### config.mk
export PLATFORM = sky130hd
export DESIGN_NAME = ptpm_cell
export DESIGN_NICKNAME = d
export VERILOG_FILES = /design/src/ptpm_pkg.sv /design/src/ptpm_cell.sv
export SDC_FILE = /design/constraint.sdc
export NUM_CORES = 1
export LEC_CHECK = 0
export BUFFER_PORTS_ARGS = -buffer_cell sky130_fd_sc_hd__buf_2
export CORE_AREA = 2 2 103 105
export CTS_CLUSTER_SIZE = 14
export DETAILED_ROUTE_END_ITERATION = 12
export DIE_AREA = 0 0 105 107
export GPL_ROUTABILITY_DRIVEN = 0
export GPL_TIMING_DRIVEN = 0
export MAX_ROUTING_LAYER = met4
export PLACE_DENSITY = 0.78
export SLEW_MARGIN = 20
export SYNTH_ARGS = -nofsm -noshare
export SYNTH_HDL_FRONTEND = slang
export SYNTH_SLANG_ARGS = --single-unit
### constraint.sdc
create_clock -name clk -period 10.7 [get_ports clk]
set_input_delay 2.675 -clock clk [delete_from_list [all_inputs] [get_ports clk]]
set_output_delay 2.675 -clock clk [all_outputs]
set_load 0.01 [all_outputs]
### src/ptpm_pkg.sv
package ptpm_pkg;

  localparam int MASS_W    = 34;
  localparam int CHG_W     = 4;
  localparam int RT_W      = 24;
  localparam int SEG_W     = 8;
  localparam int TAG_W     = 16;
  localparam int TOL_W     = 17;
  localparam int CNT_OUT_W = 9;

  localparam logic [1:0] OP_INSERT = 2'd0;
  localparam logic [1:0] OP_QUERY  = 2'd1;
  localparam logic [1:0] OP_CLEAR  = 2'd2;
  localparam logic [1:0] OP_SPARE  = 2'd3;

  localparam logic [1:0] ST_OK   = 2'd0;
  localparam logic [1:0] ST_MISS = 2'd1;
  localparam logic [1:0] ST_FULL = 2'd2;

  localparam logic [1:0] CFG_TOL      = 2'd0;
  localparam logic [1:0] CFG_RT_START = 2'd1;
  localparam logic [1:0] CFG_RT_END   = 2'd2;

  localparam logic [1:0] CELL_HOLD   = 2'd0;
  localparam logic [1:0] CELL_INSERT = 2'd1;
  localparam logic [1:0] CELL_ROTATE = 2'd2;

  // 1e6 * 2 * 100: ppm, the (a+b)/2 mean and the hundredths unit of the tolerance
  localparam logic [27:0] PPM_SCALE = 28'd200000000;

  typedef struct packed {
    logic [1:0]        op;
    logic [MASS_W-1:0] mass;
    logic [CHG_W-1:0]  charge;
    logic [RT_W-1:0]   rt;
    logic [SEG_W-1:0]  segment;
    logic [TAG_W-1:0]  tag;
  } item_t;

  typedef struct packed {
    logic [1:0]           status;
    logic [TAG_W-1:0]     found_tag;
    logic [MASS_W-1:0]    found_mass;
    logic [SEG_W-1:0]     found_segment;
    logic [CNT_OUT_W-1:0] entry_count;
  } result_t;

  typedef struct packed {
    logic [MASS_W-1:0] mass;
    logic [CHG_W-1:0]  charge;
    logic [SEG_W-1:0]  segment;
    logic [TAG_W-1:0]  tag;
  } entry_t;

  typedef struct packed {
    logic [1:0] mode;
    entry_t     entry;
  } cell_ctrl_t;

  typedef struct packed {
    logic   vld;
    logic   pass;
    logic   down;
    entry_t entry;
  } match_t;

endpackage

### src/ptpm_cell.sv
module ptpm_cell #(
  parameter int IDX = 0,
  parameter int CW  = 9
) (
  input  logic                 clk,
  input  ptpm_pkg::cell_ctrl_t ctrl,
  input  logic [CW-1:0]        count,
  input  ptpm_pkg::entry_t     left,
  input  logic                 left_gt,
  input  ptpm_pkg::entry_t     right,
  output ptpm_pkg::entry_t     entry,
  output logic                 gt
);
  import ptpm_pkg::*;

  localparam logic [CW-1:0] IDX_C = CW'(IDX);

  // table is sorted, so gt is a run of ones from the insert point up to index count - 1
  assign gt = (IDX_C < count) && (entry.mass > ctrl.entry.mass);

  always_ff @(posedge clk) begin
    case (ctrl.mode)
      CELL_INSERT: begin
        if (left_gt) begin
          entry <= left;
        end else if (gt || IDX_C == count) begin
          entry <= ctrl.entry;
        end
      end
      CELL_ROTATE: entry <= right;
      default: ;
    endcase
  end

endmodule

==> implementation parameters <==
Parameter                              Value

Setup path
  Kind of start point of the critical path    input pin
  CP Capture Type    primary output
  Worst setup path start    ctrl[61]
  Required time at the worst-slack endpoint    about 8 ns
  Cells traversed along the worst timing path    buf_2 > inv_1 > ha_1 > nand4_4 > nor4_4 > inv_1 > o22ai_1 > nor3_1 > nor3_2 > buf_2
  Critical path fanouts, max    4
  Crit-path slowest cell    nor4_4
  FF-to-FF setup slack    7.85 ns
  Reg2Reg Capture Point    entry[12]
  Highest cell delay on the worst timing path    between 0.3 and 0.4 ns
  Cell class contributing the biggest share of worst-path delay    simple AND/OR/NAND/NOR gates
  Worst reg2reg path startpoint    entry[61]
  Worst Path Arrival    roughly 4.5 ns
  Worst Setup Path Type    input pin to primary output
  Depth of the worst register-to-register path    8
  Worst path buffer plus inverter count    4

Routing
  Routed via count divided by cell count    around 5
  Detailed-router iteration count before antenna repair    4
  Detailed-route wire length    12.7 mm
  Total via count in the routed design    around 4.1k
  Remaining number of nets flagged by the antenna check after routing    0
  Post-detailed-route DRC marker count    0
  Starting DRC count in detailed routing    248
  Final routed wire length divided by cell count    roughly 16 µm

Finish
  Nets    between 900 and 1k
  Number of flip-flops under the largest register name    62
  Number of antenna repair diodes    0
  Signed area change from the synthesized netlist to the final layout    42.9%
  Biggest regs    entry (62)
  Final core utilization    between 50 and 60%
  Layout cell share with drive strength beyond 1    a little over two fifths
  Largest reg by FF count    entry

STA
  Skew final    about 0.012 ns
  Max-slew violation count    0
  Achievable clock frequency    around 140 MHz
  Worst hold slack    around 1.3 ns
  Final cycle utilization of the critical path    approximately 67%
  Number of failing hold endpoints at the final stage    0
  Setup TNS    0 ns
  Fin worst setup slack    3.54 ns
  RSZ-0062 raised after global routing    false
  Worst-case headroom to the max-slew limit    47.3%
  Number of setup violations in the final report    0
  Min Tclk post-route    approximately 7.2 ns
  Slew @ Worst Pin    between 0.7 and 0.8 ns

Power
  VDD IR-drop max    around 0.000067 V
  Switching part of the total power    26.7%
  Cell-internal power    between 500 and 600 µW
  Switching power summed over all nets    between 150 and 200 µW
  Pwr/cell area    around 120 nW/µm²
  Final Total Pwr    722 µW
  Static Leak    just under 3 nW
  Combinational cell fraction of total power    a little under a quarter
  Part of the power in registers    around 42%
  Portion of total power attributed to the clock network    between 30 and 40%

Yosys
  Average instance area after synthesis    a little over 10 µm²
  Number of flip-flops and latches in the synthesized netlist    between 60 and 70
  Cell types occupying the most area after synthesis    edfxtp_1 45%, mux2i_1 15%, ha_1 10%
  Number of distinct library cells after synthesis    33
  Number of enable-type register cells in the synthesized netlist    62
  Sequential area share after synthesis    a little under half
  Proportion of synthesized flip-flops having asynchronous set or reset    0%
  Cell with the most instances after synthesis    nand2_1
  Top_reg_cell synth    edfxtp_1
  Area share of the largest cell type after synthesis    45.5%
  Synth top cells by count    74 x nand2_1, 67 x o21ai_0, 62 x edfxtp_1, 62 x mux2i_1, 37 x inv_1
  Post-Syn Nets    639
  Yosys Warn Count    0
  Cell accounting for the most synthesized area    edfxtp_1
  Post-Synthesis Cell Area    between 4000 and 5000 µm²
  Synthesized netlist cell count    slightly above 400

Clocking
  Clock sinks    62
  Clock latency of the later-clocked register in the worst-skew pair    between 0.3 and 0.4 ns
  Buffers inserted by post-CTS timing repair    0
  Buffer cell driving the clock tree root    clkbuf_8
  H-tree Lvls    3
  Clock slew seen by the registers of the worst setup and hold paths    0.08 ns
  # hold bufs at CTS    0
  TritonCTS clock tree    built
  Maximum count of clock buffers along a single path    2
  Inserted Clock Buffers    9
  Number of gates resized after cts    0

GRT
  Number of global-route vias before repair    4021
  Remaining global-route overflow    0
  Maximum number of pins on one net before global-route repair    28
  All-Layer GR Usage    approximately 23%
  Wire length of the first global-routing pass    ~19 mm
  Antenna violations before repair    0

Min path
  Worst Hold Depth    4
  Startpoint of the tightest hold check path    entry[29]
  Hold Path Class    flop to flop
  Sink of the worst hold path    entry[56]

Job
  Max Cap Viol    0

Floorplanning
  Total I/O pin count    approximately 260
  Die Width    105 µm
  Core region area    roughly 10000 µm²
  Vert. Die Dim    around 110 µm
  Site row count    37
  Total Die Area    around 11000 µm²
  Effective utilization at floorplan    ~40%

Placement
  IO buf count    260
  Worst-case setup slack after placement    3.54 ns
  Post-detailed-placement half-perimeter wirelength    10.3 mm

Status
  Result of the run    finished, final reports clean
## layout by cell type, fill, tap and decap left out, types with 2 or more instances in the layout
cell,count
a21oi_1,16
and4_1,2
buf_2,263
bufinv_16,3
clkbuf_1,18
clkbuf_8,9
edfxtp_1,62
ha_1,34
inv_1,37
mux2i_1,62
nand2_1,74
nand3_1,2
nand4_1,2
nor2_1,4
nor2b_1,2
nor3_1,3
nor4_1,2
o21ai_0,67
## logic make-up (layout without fill, tap and decap cells)
group	count (synthesis)	after routing	share of synthesized area, %
AND/OR/NAND/NOR	98	98	11.4
AO/OA/AOI/OAI	92	92	12.0
multiplexers	62	62	15.2
flip-flops	62	62	45.5
buffers and inverters	58	335	5.59
adder cells (fa/ha/maj)	34	34	10.4
## stage by stage
stage                     instances  area [µm²]
final                           819        5850
after global routing            819        5850
after CTS                       819        5850
after detailed placement        804        5630
after global placement          802        5570
after floorplan                 406        4100
## per-layer routing
layer  GRT usage, %  vias up  share of wire (%)
li1               -     2001                  -
met1           26.1     1882                 41
met2           40.7      180                 52
met3           2.80       13                6.0
met4           7.33        0                1.2
met5              -        -                  0
## power by group through the flow
stage | clock network (mW) | logic, mW | registers, mW
floorplan | 0 | 0.0750 | 0.323
global placement | 0 | 0.162 | 0.313
detailed placement | 0 | 0.173 | 0.310
CTS | 0.250 | 0.174 | 0.305
global route | 0.258 | 0.191 | 0.307
finish | 0.245 | 0.172 | 0.305
## worst max path at each step
stage	end	depth (start not counted)
floorplan	entry[0]	8
global placement	entry[30]	9
detailed placement	gt	10
CTS	gt	10
global route	gt	10
finish	gt	10
## tightest hold or removal path, cell delays in order (launching register included)
cell and delay [ns]:
edfxtp_1 0.36, ha_1 0.15, nand2_1 0.10, o41ai_2 0.34
o21bai_4 0.16
## area by class of cell
| class | count | area [µm²] |
|---|---|---|
| multi-input cells | 286 | 2020 |
| repair buffers | 262 | 1350 |
| well taps | 136 | 170 |
| fillers | 912 | 4240 |
| inverters | 37 | 139 |
| clock inverters | 5 | 98.8 |
| plain buffers | 21 | 90.1 |
| clock buffers | 10 | 128 |
| flip-flops and latches | 62 | 1860 |
(Power assumes the default switching activity.)
