### config.mk
export PLATFORM = sky130hd
export DESIGN_NAME = ptpm_match
export DESIGN_NICKNAME = d
export VERILOG_FILES = /design/src/ptpm_pkg.sv /design/src/ptpm_match.sv
export SDC_FILE = /design/constraint.sdc
export NUM_CORES = 2
export LEC_CHECK = 0
export BUFFER_PORTS_ARGS = -buffer_cell sky130_fd_sc_hd__buf_4
export CAP_MARGIN = 10
export CORE_ASPECT_RATIO = 0.5
export CORE_UTILIZATION = 60
export DETAILED_ROUTE_END_ITERATION = 10
export GPL_TIMING_DRIVEN = 0
export PLACE_DENSITY_LB_ADDON = 0.05
export SYNTH_ARGS = -nofsm -noshare
export SYNTH_HDL_FRONTEND = slang
export SYNTH_SLANG_ARGS = --single-unit
export TNS_END_PERCENT = 20
### constraint.sdc
create_clock -name clk -period 14.8 [get_ports clk]
set_input_delay 1.48 -clock clk [delete_from_list [all_inputs] [get_ports clk]]
set_output_delay 1.48 -clock clk [all_outputs]
set_load 0.02 [all_outputs]
### src/ptpm_pkg.sv
package ptpm_pkg;

  localparam int MASS_W    = 34;
  localparam int CHG_W     = 4;
  localparam int RT_W      = 24;
  localparam int SEG_W     = 8;
  localparam int TAG_W     = 16;
  localparam int TOL_W     = 17;
  localparam int CNT_OUT_W = 9;

  localparam logic [1:0] OP_INSERT = 2'd0;
  localparam logic [1:0] OP_QUERY  = 2'd1;
  localparam logic [1:0] OP_CLEAR  = 2'd2;
  localparam logic [1:0] OP_SPARE  = 2'd3;

  localparam logic [1:0] ST_OK   = 2'd0;
  localparam logic [1:0] ST_MISS = 2'd1;
  localparam logic [1:0] ST_FULL = 2'd2;

  localparam logic [1:0] CFG_TOL      = 2'd0;
  localparam logic [1:0] CFG_RT_START = 2'd1;
  localparam logic [1:0] CFG_RT_END   = 2'd2;

  localparam logic [1:0] CELL_HOLD   = 2'd0;
  localparam logic [1:0] CELL_INSERT = 2'd1;
  localparam logic [1:0] CELL_ROTATE = 2'd2;

  // 1e6 * 2 * 100: ppm, the (a+b)/2 mean and the hundredths unit of the tolerance
  localparam logic [27:0] PPM_SCALE = 28'd200000000;

  typedef struct packed {
    logic [1:0]        op;
    logic [MASS_W-1:0] mass;
    logic [CHG_W-1:0]  charge;
    logic [RT_W-1:0]   rt;
    logic [SEG_W-1:0]  segment;
    logic [TAG_W-1:0]  tag;
  } item_t;

  typedef struct packed {
    logic [1:0]           status;
    logic [TAG_W-1:0]     found_tag;
    logic [MASS_W-1:0]    found_mass;
    logic [SEG_W-1:0]     found_segment;
    logic [CNT_OUT_W-1:0] entry_count;
  } result_t;

  typedef struct packed {
    logic [MASS_W-1:0] mass;
    logic [CHG_W-1:0]  charge;
    logic [SEG_W-1:0]  segment;
    logic [TAG_W-1:0]  tag;
  } entry_t;

  typedef struct packed {
    logic [1:0] mode;
    entry_t     entry;
  } cell_ctrl_t;

  typedef struct packed {
    logic   vld;
    logic   pass;
    logic   down;
    entry_t entry;
  } match_t;

endpackage

### src/ptpm_match.sv
module ptpm_match (
  input  logic                              clk,
  input  logic                              rst,
  input  logic                              vld,
  input  logic                              down,
  input  ptpm_pkg::entry_t                  head,
  input  logic [ptpm_pkg::MASS_W-1:0]       q_mass,
  input  logic [ptpm_pkg::CHG_W-1:0]        q_charge,
  input  logic [31:0]                       q_t,
  input  logic [ptpm_pkg::TOL_W-1:0]        tol,
  input  logic signed [24:0]                span,
  input  logic                              seg_on,
  output ptpm_pkg::match_t                  res
);
  import ptpm_pkg::*;

  logic [MASS_W-1:0]   diff;
  logic [MASS_W:0]     sum;
  logic signed [9:0]   seg_s;
  logic signed [34:0]  lo;
  logic signed [34:0]  hi;
  logic signed [35:0]  t_s;
  logic                ok;

  logic                sa_vld, sa_down, sa_ok;
  entry_t              sa_entry;
  logic [MASS_W-1:0]   sa_diff;
  logic [MASS_W:0]     sa_sum;

  logic                sb_vld, sb_down, sb_ok;
  entry_t              sb_entry;
  logic [61:0]         sb_pl;
  logic [51:0]         sb_pr;

  always_comb begin
    diff  = (head.mass > q_mass) ? head.mass - q_mass : q_mass - head.mass;
    sum   = {1'b0, head.mass} + {1'b0, q_mass};
    seg_s = {2'b00, head.segment};
    lo    = 35'((seg_s - 10'sd1) * span);
    hi    = 35'(seg_s * span);
    t_s   = $signed({4'b0000, q_t});
    ok    = (head.charge == q_charge) && seg_on && (t_s >= lo) && (t_s <= hi);
  end

  always_ff @(posedge clk) begin
    if (rst) begin
      sa_vld <= 1'b0;
      sb_vld <= 1'b0;
    end else begin
      sa_vld <= vld;
      sb_vld <= sa_vld;
    end
    sa_down  <= down;
    sa_ok    <= ok;
    sa_entry <= head;
    sa_diff  <= diff;
    sa_sum   <= sum;
    sb_down  <= sa_down;
    sb_ok    <= sa_ok;
    sb_entry <= sa_entry;
    sb_pl    <= {28'd0, sa_diff} * {34'd0, PPM_SCALE};
    sb_pr    <= {17'd0, sa_sum} * {35'd0, tol};
  end

  always_comb begin
    res.vld   = sb_vld;
    res.pass  = sb_ok && (sb_pl <= {10'd0, sb_pr});
    res.down  = sb_down;
    res.entry = sb_entry;
  end

endmodule

==> results by group <==
Global route
  – Initial antenna violation count: 3
  – Total GRT Usage: 34.09%
  – GR Overflow Total: 0
  – Pin count of the biggest net entering global routing: 18
  – First-pass GRT wire length: around 260,000 µm
  – Vias in the first global route: 47,080

Yosys
  – Portion of netlist area occupied by mux cells: less than 1%
  – Yosys top cell by area: fa_1
  – Seq cells post-synth: 303
  – Mapped Nets: 8,351
  – Post-Syn Instances: ~6,400
  – Syn avg cell area: roughly 9 µm²
  – Post-synthesis sequential area ratio: 10.40%
  – YS warnings: 0
  – Synth Area in Compound Gates: 8.501%
  – Fraction of registers with async set or reset after synthesis: 0%
  – Top-area cell type share of the netlist area: 39.24%
  – Post-synthesis adder-cell area fraction: 53.77%
  – Ys flop type: dfxtp_1
  – EDFF count, synth: 0
  – Synth Area in XOR/XNOR: 3.349%
  – Synth area leaders: fa_1 (39%), ha_1 (15%), dfxtp_1 (10%)
  – Distinct cells, synth: 71
  – Post-Synth Simple-Gate Area: 13.11%
  – Main combinational cell family by area after synthesis: adder cells
  – Post-synthesis cell area: 58,310 µm²

Routing
  – ANT nets after route: 0
  – Remaining DRCs: 0
  – Number of DRC markers in iteration 0: 3,198
  – Via count: roughly 44,000
  – Average vias per placed instance: between 5 and 6
  – DR pass1 iterations: 6
  – Wire per inst: 20.75 µm
  – WL final: around 160,000 µm

Worst setup path
  – CP startpoint kind: input pin
  – CP max stage delay: around 0.94 ns
  – Crit Reg-Reg Startpoint: sa_sum[12]$_DFF_P_
  – Worst EP arrival: 12.39 ns
  – WS Path Type: input pin to flop
  – CP max FO: 10
  – Reg2Reg Setup Slack: 6.11 ns
  – CP startpoint: head[16]
  – Critical-path top delay cell: a2111oi_0
  – Req. time, crit path: 15.30 ns
  – Worst Reg-to-Reg Cells: 24
  – Worst reg2reg endpoint: sb_pr[50]$_DFF_P_
  – Crit end category: flop
  – Worst Setup EP: sa_ok$_DFF_P_

Final layout
  – Layout cells sized above 1: 4.731%
  – NumNets Final: 8,613
  – Area grow syn2layout: 7.445%
  – Fillers: 8,066
  – Final design utilization: between 60% and 70%

CTS
  – Root Buffer: clkbuf_16
  – Post-CTS Hold Fix Bufs: 0
  – Setup bufs post-CTS: 0
  – CTS tree: yes
  – CTS H-tree lvls: 1
  – Inserted Clock Buffers: 30
  – Worst-Skew Late Latency: 0.64 ns
  – CTS max path bufs: 3
  – Worst-path clk slew: 0.07 ns
  – CTS sink cnt: 303
  – Cts repair resizes: 0

Timing
  – Final Hold Vio Count: 0
  – Sum of negative setup slack: 0 ns
  – Tmin final: ~12 ns
  – Unrepaired setup endpoints after global routing: no
  – Worst Tran Pin Value: around 1.2 ns
  – Slew Limit Fails: 0
  – Final setup vio count: 0
  – Fmax: 0.08413 GHz
  – Fin crit share: 80.31%
  – Clock Skew: 0.02490 ns
  – Worst relative slew slack: 18.61%

Die
  – Die ar.: ~100,000 µm²
  – Core Area: 95,790 µm²
  – Chip width: roughly 440 µm
  – Initial Util: 60.88%
  – Placement Rows: 80
  – IO Pins: about 240
  – Die Height: 222.4 µm

Worst hold path
  – Hold crit path type: flop to flop

Flow run
  – Max cap viols: 0

Place
  – Routability cong.: 0.9824
  – Detailed Place HPWL: 139,800 µm
  – Port bufs: 229

Run status
  – Status: finished, final reports clean
## cell type report
cell class              count  area [µm²]  area share (%)
well taps                1271        1590           2.538
plain buffers             240       913.4           1.458
diodes                      1       2.502        0.003994
flip-flops and latches    303        6066           9.681
inverters                1410        5293           8.447
multi-input cells        4399       46040           73.48
repair buffers            230        1724           2.752
clock inverters            20       235.2          0.3754
clock buffers              35       789.5           1.260
## per-stage QoR
| step | hold WS (ns) | setup slack [ns] | instances | cell area, µm² |
|---|---|---|---|---|
| 2_1_floorplan | 0.3096 | 5.457 | 6352 | 58310 |
| 3_3_place_gp | 0.3095 | 2.143 | 7852 | 61620 |
| 3_5_place_dp | 0.3121 | 2.513 | 7853 | 61630 |
| 4_1_cts | 0.3276 | 3.117 | 7908 | 62650 |
| 5_1_grt | 0.3302 | 2.436 | 7908 | 62650 |
| 6_report | 0.3269 | 2.913 | 7909 | 62660 |
## how the worst min path moves through the flow
stage | from | end | slack, ns | cells after the start
global placement | sa_entry[12]$_DFF_P_ | res[12]$_DFF_P_ | 0.31 | 0
finish | sa_entry[18]$_DFF_P_ | res[18]$_DFF_P_ | 0.33 | 0
detailed placement | sa_entry[30]$_DFF_P_ | res[30]$_DFF_P_ | 0.31 | 0
global route | sa_entry[45]$_DFF_P_ | res[45]$_DFF_P_ | 0.33 | 0
floorplan | sa_entry[0]$_DFF_P_ | res[0]$_DFF_P_ | 0.31 | 0
CTS | sa_entry[52]$_DFF_P_ | res[52]$_DFF_P_ | 0.33 | 0
## cell usage in the layout, fill, tap and decap left out, types with 7 or more instances in the layout
| master | instances |
|---|---|
| clkbuf_1 | 231 |
| nor2b_1 | 108 |
| nand3_1 | 40 |
| a221oi_1 | 8 |
| mux2i_1 | 11 |
| a211oi_1 | 26 |
| o211ai_1 | 11 |
| a31oi_1 | 21 |
| and3_1 | 27 |
| ha_1 | 677 |
| o21a_1 | 21 |
| nor2_1 | 163 |
| a21oi_1 | 248 |
| xor2_1 | 68 |
| and2_1 | 324 |
| fa_1 | 1143 |
| o31ai_1 | 17 |
| buf_4 | 231 |
| o21ai_0 | 140 |
| nand2_1 | 673 |
| nor4_1 | 14 |
| a21boi_0 | 10 |
| o21bai_1 | 40 |
| and4_1 | 10 |
| inv_1 | 1409 |
| a2111oi_0 | 9 |
| xnor2_1 | 155 |
| nand2b_1 | 56 |
| nand4_1 | 52 |
| a21o_1 | 167 |
| nor3_1 | 48 |
| a211o_1 | 7 |
| a221o_1 | 7 |
| dfxtp_1 | 303 |
| or2_2 | 16 |
| clkbuf_16 | 30 |
| or3_1 | 14 |
## cell usage after synthesis (7+ instances only)
cell / count
and2_1: 324
nor3_1: 48
a21boi_0: 10
and3_1: 27
o211ai_1: 11
a31oi_1: 21
xnor2_1: 155
a21o_1: 167
nand2b_1: 56
fa_1: 1143
a2111oi_0: 9
a21oi_1: 248
o31ai_1: 17
o21bai_1: 40
nor2_1: 163
a221oi_1: 8
inv_1: 1409
nand4_1: 52
nor2b_1: 108
nand2_1: 673
or2_2: 16
dfxtp_1: 303
ha_1: 677
o21ai_0: 140
nand3_1: 40
xor2_1: 68
nor4_1: 14
o21a_1: 21
a221o_1: 7
mux2i_1: 11
a211o_1: 7
clkbuf_1: 228
a211oi_1: 26
and4_1: 10
or3_1: 14
## worst max-delay path: cells and delay by family
kind / cells / cell delay (ns)
XOR/XNOR: 2 / 0.95
adder cells (fa/ha/maj): 8 / 3.33
AND/OR/NAND/NOR: 4 / 0.98
AO/OA/AOI/OAI: 11 / 3.52
buffers and inverters: 8 / 2.11
## per-layer routing
metal | GRT usage, % | share of wire [%] | vias to the layer above
met1 | 45.27 | 41 | 21940
met3 | 5.653 | 7.5 | 368
li1 | - | - | 19990
met2 | 55.70 | 46 | 1723
met5 | 0 | 0.012 | -
met4 | 14.16 | 4.9 | 2
## state kept, by name, indices dropped and copies added, names as in the netlist
name	count
res	62
sa_down	1
sa_ok	1
sb_down	1
sa_entry	62
sb_pr	52
sb_ok	1
sa_vld	1
sa_diff	33
sb_vld	1
sa_sum	35
sb_pl	53
## cell families (layout without fill, tap and decap cells)
logic type                 after synthesis  in the layout
muxes                                   13             13
xor gates and xnor gates               223            223
other                                    0              1
buffers and inverters                 1650           1935
adders and majority gates             1820           1820
DFF                                    303            303
and+or+nand+nor                       1565           1565
AOI/OAI and AO/OA                      778            778
Power is left out: the tool's default activity adds up to more than one toggle a clock period on the data nets, which glitch-free logic cannot reach.
